## config.mk

```make
export PLATFORM = sky130hd
export DESIGN_NAME = entity_slot_table
export DESIGN_NICKNAME = d
export VERILOG_FILES = /design/src/hw/rtl/esl_pkg.sv /design/src/hw/rtl/entity_slot_table.sv /design/src/hw/rtl/esl_cell.sv /design/src/hw/rtl/esl_ctrl.sv
export SDC_FILE = /design/constraint.sdc
export NUM_CORES = 2
export LEC_CHECK = 0
export BUFFER_PORTS_ARGS = -buffer_cell sky130_fd_sc_hd__buf_2
export CORE_UTILIZATION = 40
export DETAILED_ROUTE_END_ITERATION = 6
export GPL_TIMING_DRIVEN = 0
export PLACE_DENSITY = 0.54
export SLEW_MARGIN = 20
export SYNTH_ARGS = -nofsm -noshare
export SYNTH_HDL_FRONTEND = slang
export SYNTH_SLANG_ARGS = --single-unit
```

## constraint.sdc

```tcl
create_clock -name clk -period 4.2 [get_ports clk]
set_input_delay 0.84 -clock clk [delete_from_list [all_inputs] [get_ports clk]]
set_output_delay 0.84 -clock clk [all_outputs]
set_load 0.02 [all_outputs]
```

## src/hw/rtl/esl_pkg.sv

```systemverilog
// Shared types and constants for the entity slot table.
// Used by esl_cell, esl_ctrl and entity_slot_table; no dependencies.
package esl_pkg;

    localparam int DEFAULT_CAPACITY = 64;

    localparam int KIND_W   = 3;
    localparam int ENT_W    = 16;
    localparam int POS_W    = 7;
    localparam int SLOT_W   = 6;
    localparam int LEN_W    = 7;
    localparam int STATUS_W = 2;

    // operation codes
    localparam logic [KIND_W-1:0] KIND_SET       = 3'd0;
    localparam logic [KIND_W-1:0] KIND_LOOKUP    = 3'd1;
    localparam logic [KIND_W-1:0] KIND_REMOVE    = 3'd2;
    localparam logic [KIND_W-1:0] KIND_REMOVE_AT = 3'd3;
    localparam logic [KIND_W-1:0] KIND_CLEAR     = 3'd4;
    localparam logic [KIND_W-1:0] KIND_NEXT      = 3'd5;

    // status codes
    localparam logic [STATUS_W-1:0] STATUS_OK        = 2'd0;
    localparam logic [STATUS_W-1:0] STATUS_NOT_FOUND = 2'd1;
    localparam logic [STATUS_W-1:0] STATUS_REFUSED   = 2'd2;
    localparam logic [STATUS_W-1:0] STATUS_FULL      = 2'd3;

    typedef struct packed {
        logic [KIND_W-1:0] kind;
        logic [ENT_W-1:0]  entity;
        logic              allow_duplicate;
        logic [POS_W-1:0]  position;
    } esl_in_t;

    typedef struct packed {
        logic                found;
        logic [SLOT_W-1:0]   slot;
        logic [ENT_W-1:0]    entity_out;
        logic [POS_W-1:0]    next_position;
        logic [LEN_W-1:0]    length;
        logic [STATUS_W-1:0] status;
    } esl_out_t;

    // broadcast from the controller to every cell
    typedef struct packed {
        logic             shift;
        logic             settle;
        logic             claim;
        logic [ENT_W-1:0] claim_ent;
    } esl_cell_ctl_t;

endpackage

```

## src/hw/rtl/entity_slot_table.sv

```systemverilog
// Top level of the entity slot table: ring of slot cells plus head sequencer.
// Depends on esl_pkg, esl_cell and esl_ctrl.
//
// The table holds CAPACITY slots in a ring of cells that rotates one slot past
// the sequencer at the head each cycle while it scans; every operation (set,
// lookup, remove entity, remove at slot, clear, next) makes exactly one full
// turn, rewriting each slot as it passes, so the ring is back in place when
// the turn ends. A set claims the lowest free slot with a tentative mark during
// the turn and commits it in the finish cycle once it is known whether the
// entity is already present. An item passes from its accepted input beat
// through the rotation, then the finish state that loads the result register,
// then the idle state, where the next input beat is taken. The result beat is
// offered and held in an output register; a new input beat is taken while it
// waits, and the finish of that next item holds until the earlier result beat
// is taken. The user must write the empty marker through cfg_we/cfg_data only
// while the block is idle; the block itself does not enforce this. Rewriting
// the marker does not rewrite any slot. Reset empties every slot (marker 0) and
// sets the length to zero at once; no clearing pass is needed.
module entity_slot_table #(
    parameter int CAPACITY = esl_pkg::DEFAULT_CAPACITY
) (
    input  logic              clk,
    input  logic              rst_n,
    input  logic              cfg_we,
    input  logic [15:0]       cfg_data,
    input  logic              in_valid,
    output logic              in_ready,
    input  esl_pkg::esl_in_t  in_data,
    output logic              out_valid,
    input  logic              out_ready,
    output esl_pkg::esl_out_t out_data
);
    import esl_pkg::*;

    // ring wiring: cell k takes from cell k+1, the last cell from the head
    logic [ENT_W-1:0] cell_data [CAPACITY];
    logic             cell_mark [CAPACITY];
    logic [ENT_W-1:0] tail_data;
    logic             tail_mark;
    esl_cell_ctl_t    cell_ctl;

    esl_ctrl #(
        .CAPACITY (CAPACITY)
    ) u_ctrl (
        .clk       (clk),
        .rst_n     (rst_n),
        .cfg_we    (cfg_we),
        .cfg_data  (cfg_data),
        .in_valid  (in_valid),
        .in_ready  (in_ready),
        .in_data   (in_data),
        .out_valid (out_valid),
        .out_ready (out_ready),
        .out_data  (out_data),
        .head_data (cell_data[0]),
        .tail_data (tail_data),
        .tail_mark (tail_mark),
        .cell_ctl  (cell_ctl)
    );

    for (genvar k = 0; k < CAPACITY; k++)
    begin : g_cell
        if (k == CAPACITY - 1)
        begin : g_last
            // close the ring through the head's rewritten slot
            esl_cell u_cell (
                .clk     (clk),
                .rst_n   (rst_n),
                .ctl     (cell_ctl),
                .data_in (tail_data),
                .mark_in (tail_mark),
                .data_q  (cell_data[k]),
                .mark_q  (cell_mark[k])
            );
        end
        else
        begin : g_mid
            esl_cell u_cell (
                .clk     (clk),
                .rst_n   (rst_n),
                .ctl     (cell_ctl),
                .data_in (cell_data[k+1]),
                .mark_in (cell_mark[k+1]),
                .data_q  (cell_data[k]),
                .mark_q  (cell_mark[k])
            );
        end
    end

endmodule

```

## src/hw/rtl/esl_cell.sv

```systemverilog
// One slot of the rotating slot ring: entity id plus a tentative-claim mark.
// Depends on esl_pkg.
module esl_cell (
    input  logic                  clk,
    input  logic                  rst_n,
    input  esl_pkg::esl_cell_ctl_t ctl,
    input  logic [15:0]           data_in,
    input  logic                  mark_in,
    output logic [15:0]           data_q,
    output logic                  mark_q
);
    import esl_pkg::*;

    logic [ENT_W-1:0] data_reg;
    logic             mark_reg;

    always_ff @(posedge clk or negedge rst_n)
    begin
        if (!rst_n)
        begin
            data_reg <= '0;
            mark_reg <= 1'b0;
        end
        else if (ctl.settle)
        begin
            // commit a pending claim, drop the mark either way
            if (ctl.claim && mark_reg)
            begin
                data_reg <= ctl.claim_ent;
            end
            mark_reg <= 1'b0;
        end
        else if (ctl.shift)
        begin
            data_reg <= data_in;
            mark_reg <= mark_in;
        end
    end

    assign data_q = data_reg;
    assign mark_q = mark_reg;

endmodule

```

## src/hw/rtl/esl_ctrl.sv

```systemverilog
// Sequencer at the head of the slot ring: scans one slot per cycle,
// rewrites it, gathers the result and holds the high-water length.
// Depends on esl_pkg.
module esl_ctrl #(
    parameter int CAPACITY = esl_pkg::DEFAULT_CAPACITY
) (
    input  logic                   clk,
    input  logic                   rst_n,
    input  logic                   cfg_we,
    input  logic [15:0]            cfg_data,
    input  logic                   in_valid,
    output logic                   in_ready,
    input  esl_pkg::esl_in_t       in_data,
    output logic                   out_valid,
    input  logic                   out_ready,
    output esl_pkg::esl_out_t      out_data,
    input  logic [15:0]            head_data,
    output logic [15:0]            tail_data,
    output logic                   tail_mark,
    output esl_pkg::esl_cell_ctl_t cell_ctl
);
    import esl_pkg::*;

    localparam int IDX_W = $clog2(CAPACITY);
    localparam int HW_W  = $clog2(CAPACITY + 1);
    localparam int CW    = ((HW_W > POS_W) ? HW_W : POS_W) + 1;

    typedef enum logic [2:0] {
        ST_IDLE   = 3'b001,
        ST_SCAN   = 3'b010,
        ST_FINISH = 3'b100
    } state_t;

    state_t            state_reg, state_next;
    logic [IDX_W-1:0]  idx_reg;
    esl_in_t           op_reg;
    logic [ENT_W-1:0]  marker_reg;
    logic [HW_W-1:0]   hw_reg, hw_next;
    logic              hit_reg;
    logic [IDX_W-1:0]  hit_idx_reg;
    logic [ENT_W-1:0]  hit_val_reg;
    logic              free_ok_reg;
    logic [IDX_W-1:0]  free_idx_reg;
    logic              tail_reg;
    logic [HW_W-1:0]   top_reg;
    logic              out_valid_reg;
    esl_out_t          out_reg, out_next;

    logic              accept, load;
    logic              refused, is_ent, is_free, below, at_tail, at_pos, match, clear_it;
    logic              kind_set, kind_lookup, kind_remove, kind_remove_at, kind_clear, kind_next;
    logic              claim;
    logic [CW-1:0]     i_ext, pos_ext, hw_ext;
    logic [HW_W-1:0]   i_plus;
    logic [ENT_W-1:0]  w;

    assign in_ready = (state_reg == ST_IDLE);
    assign accept   = in_valid && in_ready;
    assign load     = (state_reg == ST_FINISH) && (!out_valid_reg || out_ready);

    assign kind_set       = (op_reg.kind == KIND_SET);
    assign kind_lookup    = (op_reg.kind == KIND_LOOKUP);
    assign kind_remove    = (op_reg.kind == KIND_REMOVE);
    assign kind_remove_at = (op_reg.kind == KIND_REMOVE_AT);
    assign kind_clear     = (op_reg.kind == KIND_CLEAR);
    assign kind_next      = (op_reg.kind == KIND_NEXT);

    assign refused = (op_reg.entity == marker_reg);
    assign is_ent  = (head_data == op_reg.entity);
    assign is_free = (head_data == marker_reg);
    assign i_ext   = CW'(idx_reg);
    assign pos_ext = CW'(op_reg.position);
    assign hw_ext  = CW'(hw_reg);
    assign i_plus  = HW_W'(idx_reg) + HW_W'(1);
    assign below   = (HW_W'(idx_reg) < hw_reg);
    assign at_tail = (i_plus == hw_reg);
    assign at_pos  = (i_ext == pos_ext);

    // per-slot decisions at the head of the ring
    always_comb
    begin
        match = 1'b0;
        if ((kind_set || kind_lookup || kind_remove) && !refused)
        begin
            match = below && is_ent;
        end
        else if (kind_next)
        begin
            match = below && !is_free && (i_ext >= pos_ext);
        end
        else if (kind_remove_at)
        begin
            match = at_pos && !is_free;
        end
        // freeing the top slot re-opens the scan above the old length
        clear_it = (kind_remove && !refused && is_ent && (below || tail_reg))
                || (kind_remove_at && at_pos)
                || kind_clear;
        w = clear_it ? marker_reg : head_data;
    end

    assign tail_data = w;
    assign tail_mark = (state_reg == ST_SCAN) && kind_set && !refused && is_free
                    && !free_ok_reg;

    assign claim = kind_set && !refused && free_ok_reg
                && !(!op_reg.allow_duplicate && hit_reg);

    assign cell_ctl.shift     = (state_reg == ST_SCAN);
    assign cell_ctl.settle    = load;
    assign cell_ctl.claim     = claim;
    assign cell_ctl.claim_ent = op_reg.entity;

    // result and new length
    always_comb
    begin
        out_next        = '0;
        out_next.status = STATUS_NOT_FOUND;
        hw_next         = hw_reg;
        case (op_reg.kind)
            KIND_SET:
            begin
                if (refused)
                begin
                    out_next.status = STATUS_REFUSED;
                end
                else if (!op_reg.allow_duplicate && hit_reg)
                begin
                    out_next.found      = 1'b1;
                    out_next.slot       = SLOT_W'(hit_idx_reg);
                    out_next.entity_out = op_reg.entity;
                    out_next.status     = STATUS_OK;
                end
                else if (free_ok_reg)
                begin
                    out_next.found      = 1'b1;
                    out_next.slot       = SLOT_W'(free_idx_reg);
                    out_next.entity_out = op_reg.entity;
                    out_next.status     = STATUS_OK;
                    if ((HW_W'(free_idx_reg) + HW_W'(1)) > hw_reg)
                    begin
                        hw_next = HW_W'(free_idx_reg) + HW_W'(1);
                    end
                end
                else
                begin
                    out_next.status = STATUS_FULL;
                end
            end
            KIND_LOOKUP, KIND_REMOVE:
            begin
                if (refused)
                begin
                    out_next.status = STATUS_REFUSED;
                end
                else if (hit_reg)
                begin
                    out_next.found      = 1'b1;
                    out_next.slot       = SLOT_W'(hit_idx_reg);
                    out_next.entity_out = op_reg.entity;
                    out_next.status     = STATUS_OK;
                end
                if (kind_remove && !refused && tail_reg)
                begin
                    hw_next = top_reg;
                end
            end
            KIND_REMOVE_AT:
            begin
                if (hit_reg)
                begin
                    out_next.found      = 1'b1;
                    out_next.slot       = SLOT_W'(hit_idx_reg);
                    out_next.entity_out = hit_val_reg;
                    out_next.status     = STATUS_OK;
                end
                if (hw_ext == pos_ext + CW'(1))
                begin
                    hw_next = top_reg;
                end
            end
            KIND_CLEAR:
            begin
                out_next.status = STATUS_OK;
                hw_next         = '0;
            end
            KIND_NEXT:
            begin
                if (hit_reg)
                begin
                    out_next.found         = 1'b1;
                    out_next.slot          = SLOT_W'(hit_idx_reg);
                    out_next.entity_out    = hit_val_reg;
                    out_next.status        = STATUS_OK;
                    out_next.next_position = POS_W'(CW'(hit_idx_reg) + CW'(1));
                end
                else if (pos_ext < hw_ext)
                begin
                    out_next.next_position = POS_W'(hw_reg);
                end
                else
                begin
                    out_next.next_position = op_reg.position;
                end
            end
            default:
            begin
                out_next.status = STATUS_NOT_FOUND;
            end
        endcase
        out_next.length = LEN_W'(hw_next);
    end

    always_comb
    begin
        state_next = state_reg;
        case (state_reg)
            ST_IDLE:
            begin
                if (accept)
                begin
                    state_next = ST_SCAN;
                end
            end
            ST_SCAN:
            begin
                if (idx_reg == IDX_W'(CAPACITY - 1))
                begin
                    state_next = ST_FINISH;
                end
            end
            ST_FINISH:
            begin
                if (load)
                begin
                    state_next = ST_IDLE;
                end
            end
            default:
            begin
                state_next = ST_IDLE;
            end
        endcase
    end

    always_ff @(posedge clk or negedge rst_n)
    begin
        if (!rst_n)
        begin
            state_reg     <= ST_IDLE;
            marker_reg    <= '0;
            hw_reg        <= '0;
            out_valid_reg <= 1'b0;
            idx_reg       <= '0;
            hit_reg       <= 1'b0;
            free_ok_reg   <= 1'b0;
            tail_reg      <= 1'b0;
            top_reg       <= '0;
        end
        else
        begin
            state_reg <= state_next;
            if (cfg_we)
            begin
                marker_reg <= cfg_data;
            end
            if (accept)
            begin
                idx_reg     <= '0;
                hit_reg     <= 1'b0;
                free_ok_reg <= 1'b0;
                tail_reg    <= 1'b0;
                top_reg     <= '0;
            end
            else if (state_reg == ST_SCAN)
            begin
                idx_reg <= idx_reg + IDX_W'(1);
                if (match && !hit_reg)
                begin
                    hit_reg <= 1'b1;
                end
                if (tail_mark)
                begin
                    free_ok_reg <= 1'b1;
                end
                if (kind_remove && !refused && is_ent && at_tail)
                begin
                    tail_reg <= 1'b1;
                end
                if (w != marker_reg)
                begin
                    top_reg <= i_plus;
                end
            end
            if (load)
            begin
                hw_reg        <= hw_next;
                out_valid_reg <= 1'b1;
            end
            else if (out_valid_reg && out_ready)
            begin
                out_valid_reg <= 1'b0;
            end
        end
    end

    // payload registers, no reset
    always_ff @(posedge clk)
    begin
        if (accept)
        begin
            op_reg <= in_data;
        end
        if ((state_reg == ST_SCAN) && match && !hit_reg)
        begin
            hit_idx_reg <= idx_reg;
            hit_val_reg <= head_data;
        end
        if (tail_mark)
        begin
            free_idx_reg <= idx_reg;
        end
        if (load)
        begin
            out_reg <= out_next;
        end
    end

    assign out_valid = out_valid_reg;
    assign out_data  = out_reg;

    a_hw_bound: assert property (@(posedge clk) disable iff (!rst_n)
        hw_reg <= HW_W'(CAPACITY))
        else $error("high-water length beyond capacity");

    a_result_after_finish: assert property (@(posedge clk) disable iff (!rst_n)
        $rose(out_valid_reg) |-> $past(state_reg == ST_FINISH))
        else $error("result raised outside finish");

    a_settle_in_finish: assert property (@(posedge clk) disable iff (!rst_n)
        cell_ctl.settle |-> (state_reg == ST_FINISH) && !cell_ctl.shift)
        else $error("ring settled outside finish");

    a_empty_result: assert property (@(posedge clk) disable iff (!rst_n)
        (out_valid_reg && !out_reg.found) |-> (out_reg.slot == '0)
            && (out_reg.entity_out == '0))
        else $error("miss reports a slot or entity");

    a_tail_needs_hit: assert property (@(posedge clk) disable iff (!rst_n)
        (state_reg == ST_FINISH && tail_reg) |-> hit_reg)
        else $error("top slot freed without a recorded match");

endmodule

```

# After elaboration in Yosys (flattened, before gate mapping)
# Cells that the tools add are included.
word_totals:
  word_cells: 789
  out_inout_bits: 41
  register_bits: 1225
classes:
  mux: 366
  eq_ne: 83
  n_lt_le_gt_ge: 4
  reduce_logical: 181
  n_addsub: 5
op_table:
  columns: ["cell", "n"]
  rows:
  - ["16-bit two-way mux", 193]
  - ["1-bit two-way mux", 143]
  - ["23-bit two-way mux", 6]
  - ["2-bit AND reduction", 68]
  - ["2-bit by 1-bit != test with 1-bit output, second input constant", 66]
  - ["1-bit logical AND", 89]
  - ["7-bit two-way mux", 11]
  - ["23-bit one-hot mux with 3 select lines", 1]
  - ["16-bit equality test", 3]
  - ["7-bit one-hot mux with 4 select lines", 1]
  - ["6-bit by 1-bit adder with 7-bit output, second input constant", 3]
  - ["16-bit != test", 1]
  - ["2-bit nonzero test", 7]
  - ["6-bit two-way mux", 2]
  - ["3-bit by 2-bit equality test with 1-bit output, second input constant", 3]
  - ["3-bit equality test, second input constant", 3]
  - ["3-bit two-way mux", 3]
  - ["3-bit one-hot mux with 3 select lines", 1]
  - ["7-bit by 1-bit adder with 8-bit output, second input constant", 1]
  - ["7-bit by 8-bit equality test with 1-bit output", 1]
  - ["2-bit two-way mux", 4]
  - ["2-bit one-hot mux with 4 select lines", 1]
  - ["6-bit by 7-bit equality test with 1-bit output", 1]
  - ["7-bit equality test", 1]
  - ["other kinds (13)", 26]

# Longest topological paths before layout
logic_depth:
  depth_word: 12
  ltp_mapped: 13
  ltp_nobuf: 11

# Cells and area by module
# Synthesis repeated with hierarchy kept, for this count alone.
hier_totals:
  cells_unflattened: 5796
  area_unflattened_um2: 70711.6
by_module_without_submodules:
  columns: ["module", "n_inst", "cells_each", "area_per_inst_um2"]
  rows:
  - ["esl_cell", 64, 81, 989.7]
  - ["esl_ctrl", 1, 612, 7370.8]

# Worst setup path after synthesis
# Ideal clock, no wire load.
synth_path:
  kind: "input to register"
  startpoint: "input port out_ready"
  endpoint: "register u_ctrl.out_reg (netlist bit u_ctrl.out_data[0]) (enable)"
  arrival_time_ns: 3.163
  required_time_ns: 3.781
  path_stages: 7
  setup_ns: 0.419
  slack_ns: 0.619
  cell_sequence: "nand2b_1 nand3_1 clkbuf_1 inv_1 clkbuf_1 clkbuf_1 clkbuf_1"
synth_lines:
  columns: ["item", "line_no", "rtl"]
  rows:
  - ["start, declared", "entity_slot_table.sv:30", "input logic out_ready,"]
  - ["end signal, assigned", "esl_ctrl.sv:325", "out_reg <= out_next;"]
  - ["end, declared", "esl_ctrl.sv:47", "esl_out_t out_reg, out_next;"]

# Worst setup path after layout
layout_path:
  startpoint: "register u_ctrl.state_reg[1]"
  endpoint: "register g_cell[58].g_mid.u_cell.data_reg[2]"
layout_via:
  elab_chain_cells: 4
  word_cells_on_any_way: 7
  cone_classes: "eq/ne: 3; mux: 1; reduce/logical: 3"
layout_rtl:
  columns: ["item", "line_no", "rtl"]
  rows:
  - ["start, declared", "esl_ctrl.sv:34", "state_t state_reg, state_next;"]
  - ["start signal, assigned", "esl_ctrl.sv:262", "state_reg <= state_next;"]
  - ["3-bit equality test", "esl_ctrl.sv:59", "assign load = (state_reg == ST_FINISH) && (!out_valid_reg || out_ready);"]
  - ["1-bit logical AND", "esl_ctrl.sv:59", null]
  - ["2-bit by 1-bit != test with 1-bit output (no line) or 2-bit nonzero test (tied branches)", null, null]
  - ["2-bit AND reduction (no line)", null, null]
  - ["end signal, assigned", "esl_cell.sv:29", "data_reg <= ctl.claim_ent;"]
  - ["end signal, assigned", "esl_cell.sv:35", "data_reg <= data_in;"]
  - ["end, declared", "esl_cell.sv:14", "logic [ENT_W-1:0] data_reg;"]
# Several ways; a longest one is shown, not always the timed one.
# A chain may end at the register's enable or synchronous reset.

==> impl_metrics.csv <==
group,metric,value,unit
yosys,synthCells,5510,
setup_path,cp_top_family,"buffers and inverters",
sta,setup-tns-final,0,ns
global_route,grtUsageTotal,28.6,%
detailed_routing,drt_first_iter_violations,4433,
sta,fin_crit,4.18,ns
floorplanning,die_y,362,um
detailed_routing,vias,43200,
power_and_ir_drop,p_leak,24.9,nW
clocking,clockRootBuffer,"clkbuf_16",
yosys,async_reset_ff_share,92.3,%
global_route,grt_pass1_wl,279,mm
setup_path,crit_path_frequent_cell,"clkbuf_1",
yosys,syn_nets,5588,
flow_run,cap_violations,0,
detailed_routing,wl,188,mm
cells_and_area,largest_reg_flops,1008,
cells_and_area,nNetsFinal,5823,
floorplanning,core_area,0.128,mm2
global_route,grt_pass1_vias,42500,
cells_and_area,syn_to_final_growth,14.8,%
yosys,yosysWarnings,0,
setup_path,cpPeakStageDelay,0.82,ns
clocking,htreeDepth,4,
sta,timing_hold_violations_final,0,
clocking,numCtsBuffers,138,
setup_path,worst-path-stages,9,
setup_path,start_kind,"flip-flop",
yosys,synth_enable_flop_cells,94,
yosys,synth_seq_cells,1225,
setup_path,cp.required,4.91,ns
sta,setup_violations,0,
detailed_routing,viasPerCell,5.69,
sta,slew_headroom,18.9,%
clocking,clockBufferDepth,3,
cells_and_area,final-seq-area,0.0311,mm2
setup_path,crit_fanout,10,
floorplanning,die_w,362,um
yosys,synth_area_leader_cell,"dfrtp_1",
placement,dp_slack,-0.706,ns
placement,dp_hpwl,130,mm
global_route,antenna_found_initial,3,
clocking,cts_tree,"done",
floorplanning,fp.dieArea,0.131,mm2
yosys,synth_area_leaders,"dfrtp_1 55%, a21oi_1 11%, o21ai_0 9.9%, nand2_1 8.5%, edfxtp_1 5.4%",
global_route,grt_max_degree,134,
sta,tightestPinTransition,1.22,ns
min_path,hp-class,"in -> reg",
yosys,netlist_area,0.0518,mm2
sta,setup_slack,0.0235,ns
run_status,status,"finished clean",
setup_path,rr_worst_depth,9,
floorplanning,io_pins,89,
setup_path,critical_path.cell_chain,"clkbuf_1, nor2_1, nand3_2, inv_1, clkbuf_1, and2_2, clkbuf_1, a21oi_1, o21ai_0",
placement,routabilityCongestion,0.935,
detailed_routing,dr.pass1.iters,6,
yosys,netlist.area_leader.share,54.6,%
setup_path,crit_path_end_kind,"flip-flop",
yosys,synth_ff_type,"dfrtp_1",
cells_and_area,design_area,0.0595,mm2
setup_path,crit_type,"reg -> reg",
setup_path,worst-path-buf-inv,4,
detailed_routing,wl_per_cell,24.8,um
cells_and_area,drive_gt1_share,8.73,%
sta,fmax,0.239,GHz
cells_and_area,mostFrequentLayoutCells,"1177 x nand2_1, 1166 x a21oi_1, 1130 x dfrtp_1",
sta,finalCritPeriodShare,99.4,%
yosys,yosysUniqueCellTypes,64,
setup_path,cpMaxStageDelayCell,"clkbuf_1",
sta,fin_skew,0.0311,ns
placement,placed_area,0.0547,mm2
floorplanning,fp-row-count,131,
cells_and_area,multi_input_area,0.0186,mm2
power_and_ir_drop,total_power,31.1,mW
setup_path,cp.arrival,4.88,ns
min_path,holdPathStages,1,
yosys,synth_seq_area_share,60.1,%
power_and_ir_drop,power-per-cell-area,522,mW/mm2
detailed_routing,ant_nets,0,
clocking,cts.reportedPaths.clkPinSlew,0.06,ns
global_route,grt_overflow,0,
cells_and_area,fin_util,46.5,%
floorplanning,start_util,40.5,%
power_and_ir_drop,peakVddDrop,0.451,mV
cells_and_area,fill_cells,12600,
detailed_routing,drc,0,
yosys,syn_area_per_cell,9.40,um2
clocking,clk_latency,0.79,ns
cells_and_area,final_common_cell,"nand2_1",
sta,timing_max_transition_violations_final,0,
placement,numPortBuffers,87,
clocking,numClockSinks,1225,
cell type report:
type	instances	area share, %
Timing Repair Buffer	100	1.27
Multi-Input combinational cell	3785	31.3
Antenna cell	2	0.00842
Buffer	477	3.40
Clock inverter	45	0.924
Clock buffer	206	6.96
Tap cell	1729	3.64
Sequential cell	1225	52.3
Inverter	18	0.114
Yosys cell counts, types with 3 or more instances:
cell,n
nand2_1,1177
a21oi_1,1166
dfrtp_1,1130
o21ai_0,1027
clkbuf_1,350
buf_2,123
edfxtp_1,94
nor2_1,60
xnor2_1,48
ha_1,30
xor2_1,29
a22o_1,27
mux2i_1,24
nand3_1,19
inv_1,18
and2_1,17
mux2_2,16
nand4_1,11
nor3_1,10
a21o_1,9
a221o_1,9
o21ai_1,9
and3_1,8
nand2b_1,8
nor4_1,8
nor2b_1,6
buf_1,5
or3_1,5
a211oi_1,4
a211oi_2,4
a21oi_2,4
a221oi_1,4
a2111oi_0,3
a31oi_1,3
nand3b_1,3
o21a_1,3
o32a_1,3
or2_2,3
path summary, 6_finish.rpt:
check	startpoint	to	slack, ns
worst max-delay path	u_ctrl.state_reg[1]	g_cell[58].g_mid.u_cell.data_q[2]	0.02
min in group asynchronous	rst_n	u_ctrl.tail_reg	0.55
worst max register to register	u_ctrl.state_reg[1]	g_cell[58].g_mid.u_cell.data_q[2]	0.02
worst min-delay path	in_data[0]	u_ctrl.op_reg[0]	0.23
max in group asynchronous	rst_n	g_cell[29].g_mid.u_cell.data_q[3]	0.98
worst min register to register	g_cell[18].g_mid.u_cell.data_q[8]	g_cell[18].g_mid.u_cell.data_q[8]	0.48
power breakdown:
| group | internal, mW | total (mW) | switching [mW] |
|---|---|---|---|
| clock network | 7.49 | 12.6 | 5.07 |
| logic | 1.29 | 4.63 | 3.34 |
| registers | 12.9 | 13.9 | 0.920 |
per-stage QoR:
stage / hold WS (ns) / std cells
detailed placement: 0.470 / 7338
floorplan: 0.450 / 5510
global route: 0.204 / 7585
finish: 0.230 / 7587
global placement: 0.461 / 7326
CTS: 0.185 / 7586
timing repair:
action / CTS / global route
gates cloned: 0 / 0
buffers inserted: 0 / 0
endpoints found under the hold margin: 69 / 0
hold buffers: 1 / 0
endpoints found under the setup margin: 121 / 81
resized for setup: 10 / 33
cells by family (layout without fill, tap and decap cells):
group	count (synthesis)	after routing	synth area share, %
AOI/OAI and AO/OA	2292	2292	22.8
other	0	2	0
buffers and inverters	500	846	3.96
muxes	40	40	0.812
and+or+nand+nor	1346	1346	10.3
xor gates and xnor gates	77	77	1.30
adders and majority gates	30	30	0.725
DFF	1225	1225	60.1
layer usage:
| metal | part of all wire [%] | GRT usage, % |
|---|---|---|
| met1 | 44 | 39.7 |
| met2 | 45 | 43.4 |
| met3 | 8.0 | 6.87 |
| met4 | 3.7 | 10.7 |
| met5 | 0.011 | 0 |
Note: power is estimated with default switching activity, not from simulation.
